--- src/sv/pip_pkg.sv ---
// ----------------------------------------------------------------------------
// pip_pkg
// Shared types and constants for the point-in-polygon ray casting block.
// ----------------------------------------------------------------------------
package pip_pkg;

    // Coordinate and arithmetic widths
    localparam int COORD_W      = 13;           // signed vertex / query coordinate
    localparam int DIFF_W       = COORD_W + 1;  // difference of two coordinates
    localparam int RAYD_W       = 16;           // ray end x minus a coordinate
    localparam int RAY_END_X    = 10000;        // far end of the horizontal ray
    localparam int MIN_VERTICES = 3;

    // Pipeline depth of the edge unit after the first stage
    localparam int DRAIN_CYCLES = 2;
    localparam int DRAIN_W      = $clog2(DRAIN_CYCLES);

    typedef enum logic [1:0] {
        MODE_CLEAR  = 2'd0,
        MODE_APPEND = 2'd1,
        MODE_QUERY  = 2'd2
    } t_mode;

    typedef enum logic [1:0] {
        ST_IDLE,
        ST_SCAN,
        ST_DRAIN,
        ST_FINISH
    } t_state;

    typedef enum logic [1:0] {
        ORI_COLIN,
        ORI_CW,
        ORI_CCW
    } t_orient;

    // One polygon edge from vertex a to vertex b
    typedef struct packed {
        logic                       valid;
        logic signed [COORD_W-1:0]  ax;
        logic signed [COORD_W-1:0]  ay;
        logic signed [COORD_W-1:0]  bx;
        logic signed [COORD_W-1:0]  by;
    } t_edge;

    function automatic t_orient orient_of(input logic is_zero, input logic is_neg);
        t_orient res;
        if (is_zero) begin
            res = ORI_COLIN;
        end else if (is_neg) begin
            res = ORI_CCW;
        end else begin
            res = ORI_CW;
        end
        return res;
    endfunction

endpackage

--- src/sv/pip_edge.sv ---
// ----------------------------------------------------------------------------
// pip_edge
// Three-stage edge test against the query ray, with hit parity accumulation.
// ----------------------------------------------------------------------------
module pip_edge (
    input  logic                                i_clk,
    input  logic                                i_rst_n,
    input  logic                                i_start,
    input  pip_pkg::t_edge                      i_edge,
    input  logic signed [pip_pkg::COORD_W-1:0]  i_qx,
    input  logic signed [pip_pkg::COORD_W-1:0]  i_qy,
    output logic                                o_hit
);

    localparam int DW  = pip_pkg::DIFF_W;
    localparam int RW  = pip_pkg::RAYD_W;
    localparam int P1W = 2 * DW;
    localparam int P2W = DW + RW;
    localparam int V1W = P1W + 1;
    localparam int V2W = P2W + 1;

    typedef struct packed {
        logic ay_eq;
        logic ay_lt;
        logic by_eq;
        logic by_lt;
        logic ax_ge;
        logic bx_ge;
        logic box;
    } t_flags;

    logic signed [pip_pkg::COORD_W-1:0] w_ax, w_ay, w_bx, w_by;
    logic signed [DW-1:0]  n1_dy, n1_dx, n1_qxb, n1_qyb;
    logic signed [RW-1:0]  n1_rxb;
    t_flags                n1_flags;

    logic                  r1_valid;
    logic signed [DW-1:0]  r1_dy, r1_dx, r1_qxb, r1_qyb;
    logic signed [RW-1:0]  r1_rxb;
    t_flags                r1_flags;

    logic                  r2_valid;
    logic signed [P1W-1:0] r2_p1a, r2_pd;
    logic signed [P2W-1:0] r2_p2a;
    t_flags                r2_flags;

    logic signed [V1W-1:0] w_v1;
    logic signed [V2W-1:0] w_v2;
    pip_pkg::t_orient      w_o1, w_o2, w_o3, w_o4;
    logic                  w_crossed;

    logic                  r_decided, r_dec_val, r_parity;
    logic                  n_decided, n_dec_val, n_parity;

    // Stage 1: differences and compares
    assign w_ax = $signed(i_edge.ax);
    assign w_ay = $signed(i_edge.ay);
    assign w_bx = $signed(i_edge.bx);
    assign w_by = $signed(i_edge.by);

    always_comb begin
        n1_dy  = DW'(w_by) - DW'(w_ay);
        n1_dx  = DW'(w_bx) - DW'(w_ax);
        n1_qxb = DW'(i_qx) - DW'(w_bx);
        n1_qyb = DW'(i_qy) - DW'(w_by);
        n1_rxb = RW'(pip_pkg::RAY_END_X) - RW'(w_bx);
        n1_flags.ay_eq = (w_ay == i_qy);
        n1_flags.ay_lt = (w_ay <  i_qy);
        n1_flags.by_eq = (w_by == i_qy);
        n1_flags.by_lt = (w_by <  i_qy);
        n1_flags.ax_ge = (w_ax >= i_qx);
        n1_flags.bx_ge = (w_bx >= i_qx);
        n1_flags.box   = (i_qx <= w_ax || i_qx <= w_bx) && (i_qx >= w_ax || i_qx >= w_bx) &&
                         (i_qy <= w_ay || i_qy <= w_by) && (i_qy >= w_ay || i_qy >= w_by);
    end

    always_ff @(posedge i_clk) begin
        r1_dy    <= n1_dy;
        r1_dx    <= n1_dx;
        r1_qxb   <= n1_qxb;
        r1_qyb   <= n1_qyb;
        r1_rxb   <= n1_rxb;
        r1_flags <= n1_flags;
    end

    // Stage 2: orientation products (the dx * (qy - by) term is shared)
    always_ff @(posedge i_clk) begin
        r2_p1a   <= P1W'(r1_dy) * P1W'(r1_qxb);
        r2_pd    <= P1W'(r1_dx) * P1W'(r1_qyb);
        r2_p2a   <= P2W'(r1_dy) * P2W'(r1_rxb);
        r2_flags <= r1_flags;
    end

    always_ff @(posedge i_clk) begin
        if (!i_rst_n) begin
            r1_valid <= 1'b0;
            r2_valid <= 1'b0;
        end else begin
            r1_valid <= i_edge.valid;
            r2_valid <= r1_valid;
        end
    end

    // Stage 3: signs, crossing test, accumulate
    always_comb begin
        w_v1 = V1W'(r2_p1a) - V1W'(r2_pd);
        w_v2 = V2W'(r2_p2a) - V2W'(r2_pd);
        w_o1 = pip_pkg::orient_of(w_v1 == '0, w_v1[V1W-1]);
        w_o2 = pip_pkg::orient_of(w_v2 == '0, w_v2[V2W-1]);
        // ray-side orientations reduce to the sign of the vertex y against qy
        w_o3 = pip_pkg::orient_of(r2_flags.ay_eq, !r2_flags.ay_lt);
        w_o4 = pip_pkg::orient_of(r2_flags.by_eq, !r2_flags.by_lt);
        w_crossed = (w_o1 != w_o2 && w_o3 != w_o4) ||
                    (w_o1 == pip_pkg::ORI_COLIN && r2_flags.box) ||
                    (r2_flags.ay_eq && r2_flags.ax_ge) ||
                    (r2_flags.by_eq && r2_flags.bx_ge);

        n_decided = r_decided;
        n_dec_val = r_dec_val;
        n_parity  = r_parity;
        if (i_start) begin
            n_decided = 1'b0;
            n_dec_val = 1'b0;
            n_parity  = 1'b0;
        end else if (r2_valid && !r_decided && w_crossed) begin
            if (w_o1 == pip_pkg::ORI_COLIN) begin
                // point on the edge's line: the edge settles the answer
                n_decided = 1'b1;
                n_dec_val = r2_flags.box;
            end else if (!r2_flags.by_eq) begin
                n_parity = !r_parity;
            end
        end
    end

    always_ff @(posedge i_clk) begin
        if (!i_rst_n) begin
            r_decided <= 1'b0;
            r_dec_val <= 1'b0;
            r_parity  <= 1'b0;
        end else begin
            r_decided <= n_decided;
            r_dec_val <= n_dec_val;
            r_parity  <= n_parity;
        end
    end

    assign o_hit = r_decided ? r_dec_val : r_parity;

endmodule
--- config.mk ---
export PLATFORM = sky130hd
export DESIGN_NAME = pip_edge
export DESIGN_NICKNAME = d
export VERILOG_FILES = /design/src/sv/pip_pkg.sv /design/src/sv/pip_edge.sv
export SDC_FILE = /design/constraint.sdc
export NUM_CORES = 2
export LEC_CHECK = 0
export ABC_AREA = 0
export BUFFER_PORTS_ARGS = -buffer_cell sky130_fd_sc_hd__buf_2
export CORE_MARGIN = 2
export CORE_UTILIZATION = 55
export DETAILED_ROUTE_END_ITERATION = 7
export MAX_ROUTING_LAYER = met4
export PLACE_DENSITY = 0.72
export SYNTH_ARGS = -nofsm -noshare
export SYNTH_HDL_FRONTEND = slang
export SYNTH_SLANG_ARGS = --single-unit
export TNS_END_PERCENT = 1
--- constraint.sdc ---
create_clock -name i_clk -period 11.13 [get_ports i_clk]
set_clock_uncertainty 0.1 [all_clocks]
set_input_delay 1.6695 -clock i_clk [delete_from_list [all_inputs] [get_ports i_clk]]
set_output_delay 1.6695 -clock i_clk [all_outputs]
set_load 0.02 [all_outputs]
After elaboration in Yosys (flattened, before gate mapping). Index checks and enable logic that the tools add are counted.

Register bits: 177. Word-level logic and storage cells: 89. Output and inout bits: 1. Bits of input ports: 82.

Muxes and demuxes: 9. $lt $le $gt $ge: 12. $add $sub $neg: 7. Reductions and logical operators: 24. Bitwise gates (word level): 3. Eq/ne operators: 4. $mul: 3.

Operators with widths (number): greater-or-equal comparator 13 bit (6); multiplier 14 x 14 -> 28 bit (2); subtractor 13 x 13 -> 14 bit (4); <= comparator 13 bit (4); logical NOT 31 bit (1); subtractor 30 x 28 -> 31 bit (1); multiplier 14 x 16 -> 30 bit (1); logical NOT 29 bit (1); subtractor 28 x 28 -> 29 bit (1); equality test 13 bit (2); < comparator 13 bit (2); two-way mux 2 bit (8); subtractor 15 x 13 -> 16 bit (first input constant) (1); logical AND 1 bit (9); logical OR 1 bit (7); inequality test 2 bit (2); inverter 1 bit (3); AND reduction 3 bit (1); logical NOT 1 bit (2); logical NOT 2 bit (1); AND reduction 2 bit (1); OR reduction 2 bit (1); two-way mux 1 bit (1).

Longest topological paths before layout.
Depth after elaboration: 10. Mapped depth: 28. Depth with buffers taken out: 26.

Least setup slack after synthesis. Ideal clock, no wire load.

Path type: register to register. Start: reg r1_dy[5]. End: reg r2_p2a[28]. Slack: 4.793 ns. Data required time: 10.958 ns. Buffers on the path: 2. Library setup time: 0.072 ns. Period minus slack after synthesis: 6.337 ns. Arrival: 6.165 ns. Stages on the path, launching flop included: 26. Cells stage by stage: dfxtp_1 -> clkbuf_1 -> clkbuf_1 -> nand2_1 -> fa_1 -> fa_1 -> inv_1 -> fa_1 -> fa_1 -> fa_1 -> inv_1 -> fa_1 -> inv_1 -> ha_1 -> a21oi_1 -> o21bai_1 -> a211oi_1 -> nand2_1 -> o21a_1 -> o31a_1 -> o41ai_1 -> o21ai_1 -> o2111a_1 -> o21a_1 -> nor2_1 -> xnor2_1.

Word-level cells in the longest chain between the ends: 1.

RTL lines: start, declared (RTL line pip_edge.sv:38) `logic signed [DW-1:0] r1_dy, r1_dx, r1_qxb, r1_qyb;`; start signal, assigned (RTL line pip_edge.sv:78) `r1_dy <= n1_dy;`; multiplier 14 x 16 -> 30 bit (RTL line pip_edge.sv:90) `r2_p2a <= P2W'(r1_dy) * P2W'(r1_rxb);`; end signal, assigned (RTL line pip_edge.sv:90); end, declared (RTL line pip_edge.sv:44) `logic signed [P2W-1:0] r2_p2a;`.

Every way passes these cells. A chain may end at the register's enable or synchronous reset.

Worst setup path after layout.
Start: reg r1_dy[13]. End: reg r2_p2a[28].

Same word-level chain as after synthesis.

==> results_dict.tcl <==
set metrics [dict create \
    outcome "completed" \
    hold_class "reg2reg" \
    setup_slack_ps 3800 \
    drc 0 \
    clk_latency_ps 500 \
    rsz0062_at_grt "false" \
    synth_edf_count 0 \
    hold_violations 0 \
    synth_seq_area_share_pct 10.5 \
    drt_first_iter_violations 1626 \
    seqCellArea_sq_mm 0.00350 \
    crit_type "reg2reg" \
    rows 90 \
    yosysWarnings 0 \
    ys_ff_latch 175 \
    layout.nets 4856 \
    crit_required_ps 11450 \
    synthSimpleGateAreaFrac_pct 16.9 \
    worstPathArrival_ps 7650 \
    relSlewSlack_pct 23.9 \
    dpl.hpwl_um 69600 \
    initial_core_util_pct 55.5 \
    area_delta_synth_final_pct 5.42 \
    vias 25300 \
    die_h_um 250 \
    grt_max_degree 29 \
    fillers 5442 \
    viasPerCell 5.48 \
    portBuffers 82 \
    max_cap_violations 0 \
    multi_input_area_sq_mm 0.0267 \
    path_max_fanout 19 \
    final_antenna_net_count 0 \
    syn_area_sq_mm 0.0334 \
    dieArea_sq_mm 0.0627 \
    grt_antenna_before_repair 3 \
    synthAdderAreaFrac_pct 48.5 \
    place_congestion 0.966 \
    max_freq_mhz 137 \
    synth_compound_area_share_pct 9.93 \
    pin_count 83 \
    post_cts_buffers 0 \
    grt_usage_pct 29.1 \
    clk_pin_slew_ps 80 \
    synthDistinctLibCells 81 \
    grt_pass1_vias 26700 \
    cts_resized 0 \
    cts-buffers-inserted 17 \
    cts-root-buf "clkbuf_16" \
    firstDrtPassIters 5 \
    ctsLongestPathBuffers 2 \
    min_period_ps 7330 \
    syn_inst 3785 \
    synth_flop_cell "dfxtp_1" \
    setup_tns_ps 0 \
    drv_slew 0 \
    crit_path_start_kind "register" \
    cts.sinks 175 \
    avgSynthCellArea_sq_um 8.82 \
    setup_viol 0 \
    wl_per_cell_um 18.1 \
    grt_first_pass_wirelength_um 138000 \
    period_share_pct 65.8 \
    cts_max_level 4 \
    cts_tree "built" \
    wl_um 83700 \
    async_reset_ff_share_pct 0 \
    dp_worst_setup_slack_ps 3860 \
    tightest_slew_ps 1140 \
    cts_hold_repair.buffers 0 \
    core-area_sq_mm 0.0601 \
    synth-xor-area-share_pct 3.88 \
    dieWidth_um 250 \
    cp-end-kind "register" \
    synth_top_family_by_area "adder cells" \
    grt_remaining_overflow 0 \
    synthMuxAreaShare_pct 0.277 \
    drive_above_1_share_pct 3.81 \
]
## Yosys cell counts, types with 13 or more instances
cell type / instances / share of area, %
nor2b_1: 36 / 0.67
and3_1: 13 / 0.24
or3_1: 17 / 0.32
inv_1: 762 / 8.6
o21ai_0: 90 / 1.3
nand2b_1: 37 / 0.69
a21boi_0: 25 / 0.56
o21bai_1: 15 / 0.34
o21a_1: 37 / 0.83
nand4_1: 33 / 0.62
nand3_1: 47 / 0.70
xnor2_1: 105 / 2.8
fa_1: 569 / 34
ha_1: 384 / 14
xor2_1: 43 / 1.1
a211oi_1: 13 / 0.29
nand2_1: 347 / 3.9
a31oi_1: 23 / 0.43
a2111oi_0: 14 / 0.37
dfxtp_1: 175 / 10
nor2_1: 169 / 1.9
a21oi_1: 122 / 1.8
a21o_1: 58 / 1.3
clkbuf_1: 109 / 1.2
and2_1: 323 / 6.1
nor3_1: 44 / 0.66
nor4_1: 15 / 0.28
## cell type report
cell class                 count  area share [%]
timing repair buffer          91            1.36
antenna                        2          0.0142
clock inverter                14           0.541
multi-input combinational   2773            76.0
tap                          782            2.78
clock buffer                  18            1.25
inverter                     763            8.14
sequential                   175            9.96
## flip-flops by register name, summed over array words and instances, names as in the netlist, 7 cells and up
| register | flops |
|---|---|
| r2_p1a | 28 |
| r1_qyb | 14 |
| r1_qxb | 14 |
| r2_flags | 7 |
| r1_rxb | 14 |
| r1_dy | 14 |
| r1_flags | 7 |
| r1_dx | 14 |
| r2_p2a | 30 |
| r2_pd | 28 |
## critical path, cell delays in order (launching register included)
cell	delay, ps
dfxtp_1	850
inv_1	480
fa_1	610
fa_1	540
inv_1	50
fa_1	470
fa_1	500
fa_1	500
inv_1	50
fa_1	470
inv_1	40
ha_1	340
a21oi_1	180
o21bai_1	70
a211oi_1	230
nand2_1	90
o21a_1	200
o31a_1	270
o41ai_1	300
o21ai_1	180
o2111a_1	280
o21a_1	170
nor2_1	120
xnor2_1	130
## worst paths after layout
check                   start           to  slack [ps]  depth (start not counted)
setup / recovery    r1_dy[13]   r2_p2a[28]        3800                         23
hold / removal    r1_flags[0]  r2_flags[0]         230                          0
setup reg to reg    r1_dy[13]   r2_p2a[28]        3800                         23
hold reg to reg   r1_flags[0]  r2_flags[0]         230                          0
## stage by stage
| step | instance area, sq um | std cells | hold slack, ps | utilization (%) |
|---|---|---|---|---|
| finish | 35200 | 4618 | 231 | 58.5 |
| global route | 35200 | 4617 | 243 | 58.5 |
| CTS | 35200 | 4616 | 234 | 58.5 |
| detailed placement | 34600 | 4584 | 214 | 57.5 |
| global placement | 34600 | 4584 | 210 | 57.5 |
| floorplan | 33500 | 3828 | 210 | - |
## layer usage
metal	GRT usage, %	wire [um]	up-vias
li1	-	-	11900
met2	47.4	39700	746
met3	4.87	5500	149
met4	10.9	3160	0
met1	36.4	35300	12500
met5	-	0	-
## layout by cell type (no fill, tap or decap), types with 23 or more instances in the layout
| cell | instances |
|---|---|
| buf_2 | 82 |
| xnor2_1 | 105 |
| nor2_1 | 169 |
| a31oi_1 | 23 |
| ha_1 | 384 |
| o21a_1 | 37 |
| xor2_1 | 43 |
| nor2b_1 | 36 |
| a21boi_0 | 25 |
| dfxtp_1 | 175 |
| nand4_1 | 33 |
| nand2b_1 | 37 |
| conb_1 | 45 |
| nand2_1 | 347 |
| nor3_1 | 44 |
| nand3_1 | 47 |
| inv_1 | 762 |
| a21oi_1 | 122 |
| o21ai_0 | 90 |
| fa_1 | 569 |
| and2_1 | 323 |
| a21o_1 | 58 |
## cell families after synthesis
kind of cell | count (synthesis)
buffers and inverters | 880
other | 2
AOI/OAI and AO/OA | 501
and+or+nand+nor | 1117
muxes | 9
DFF | 175
adders and majority gates | 953
xor gates and xnor gates | 148
Power is not shown: default switching activity piles up to over one toggle a cycle in this logic, so the estimate is an artifact.
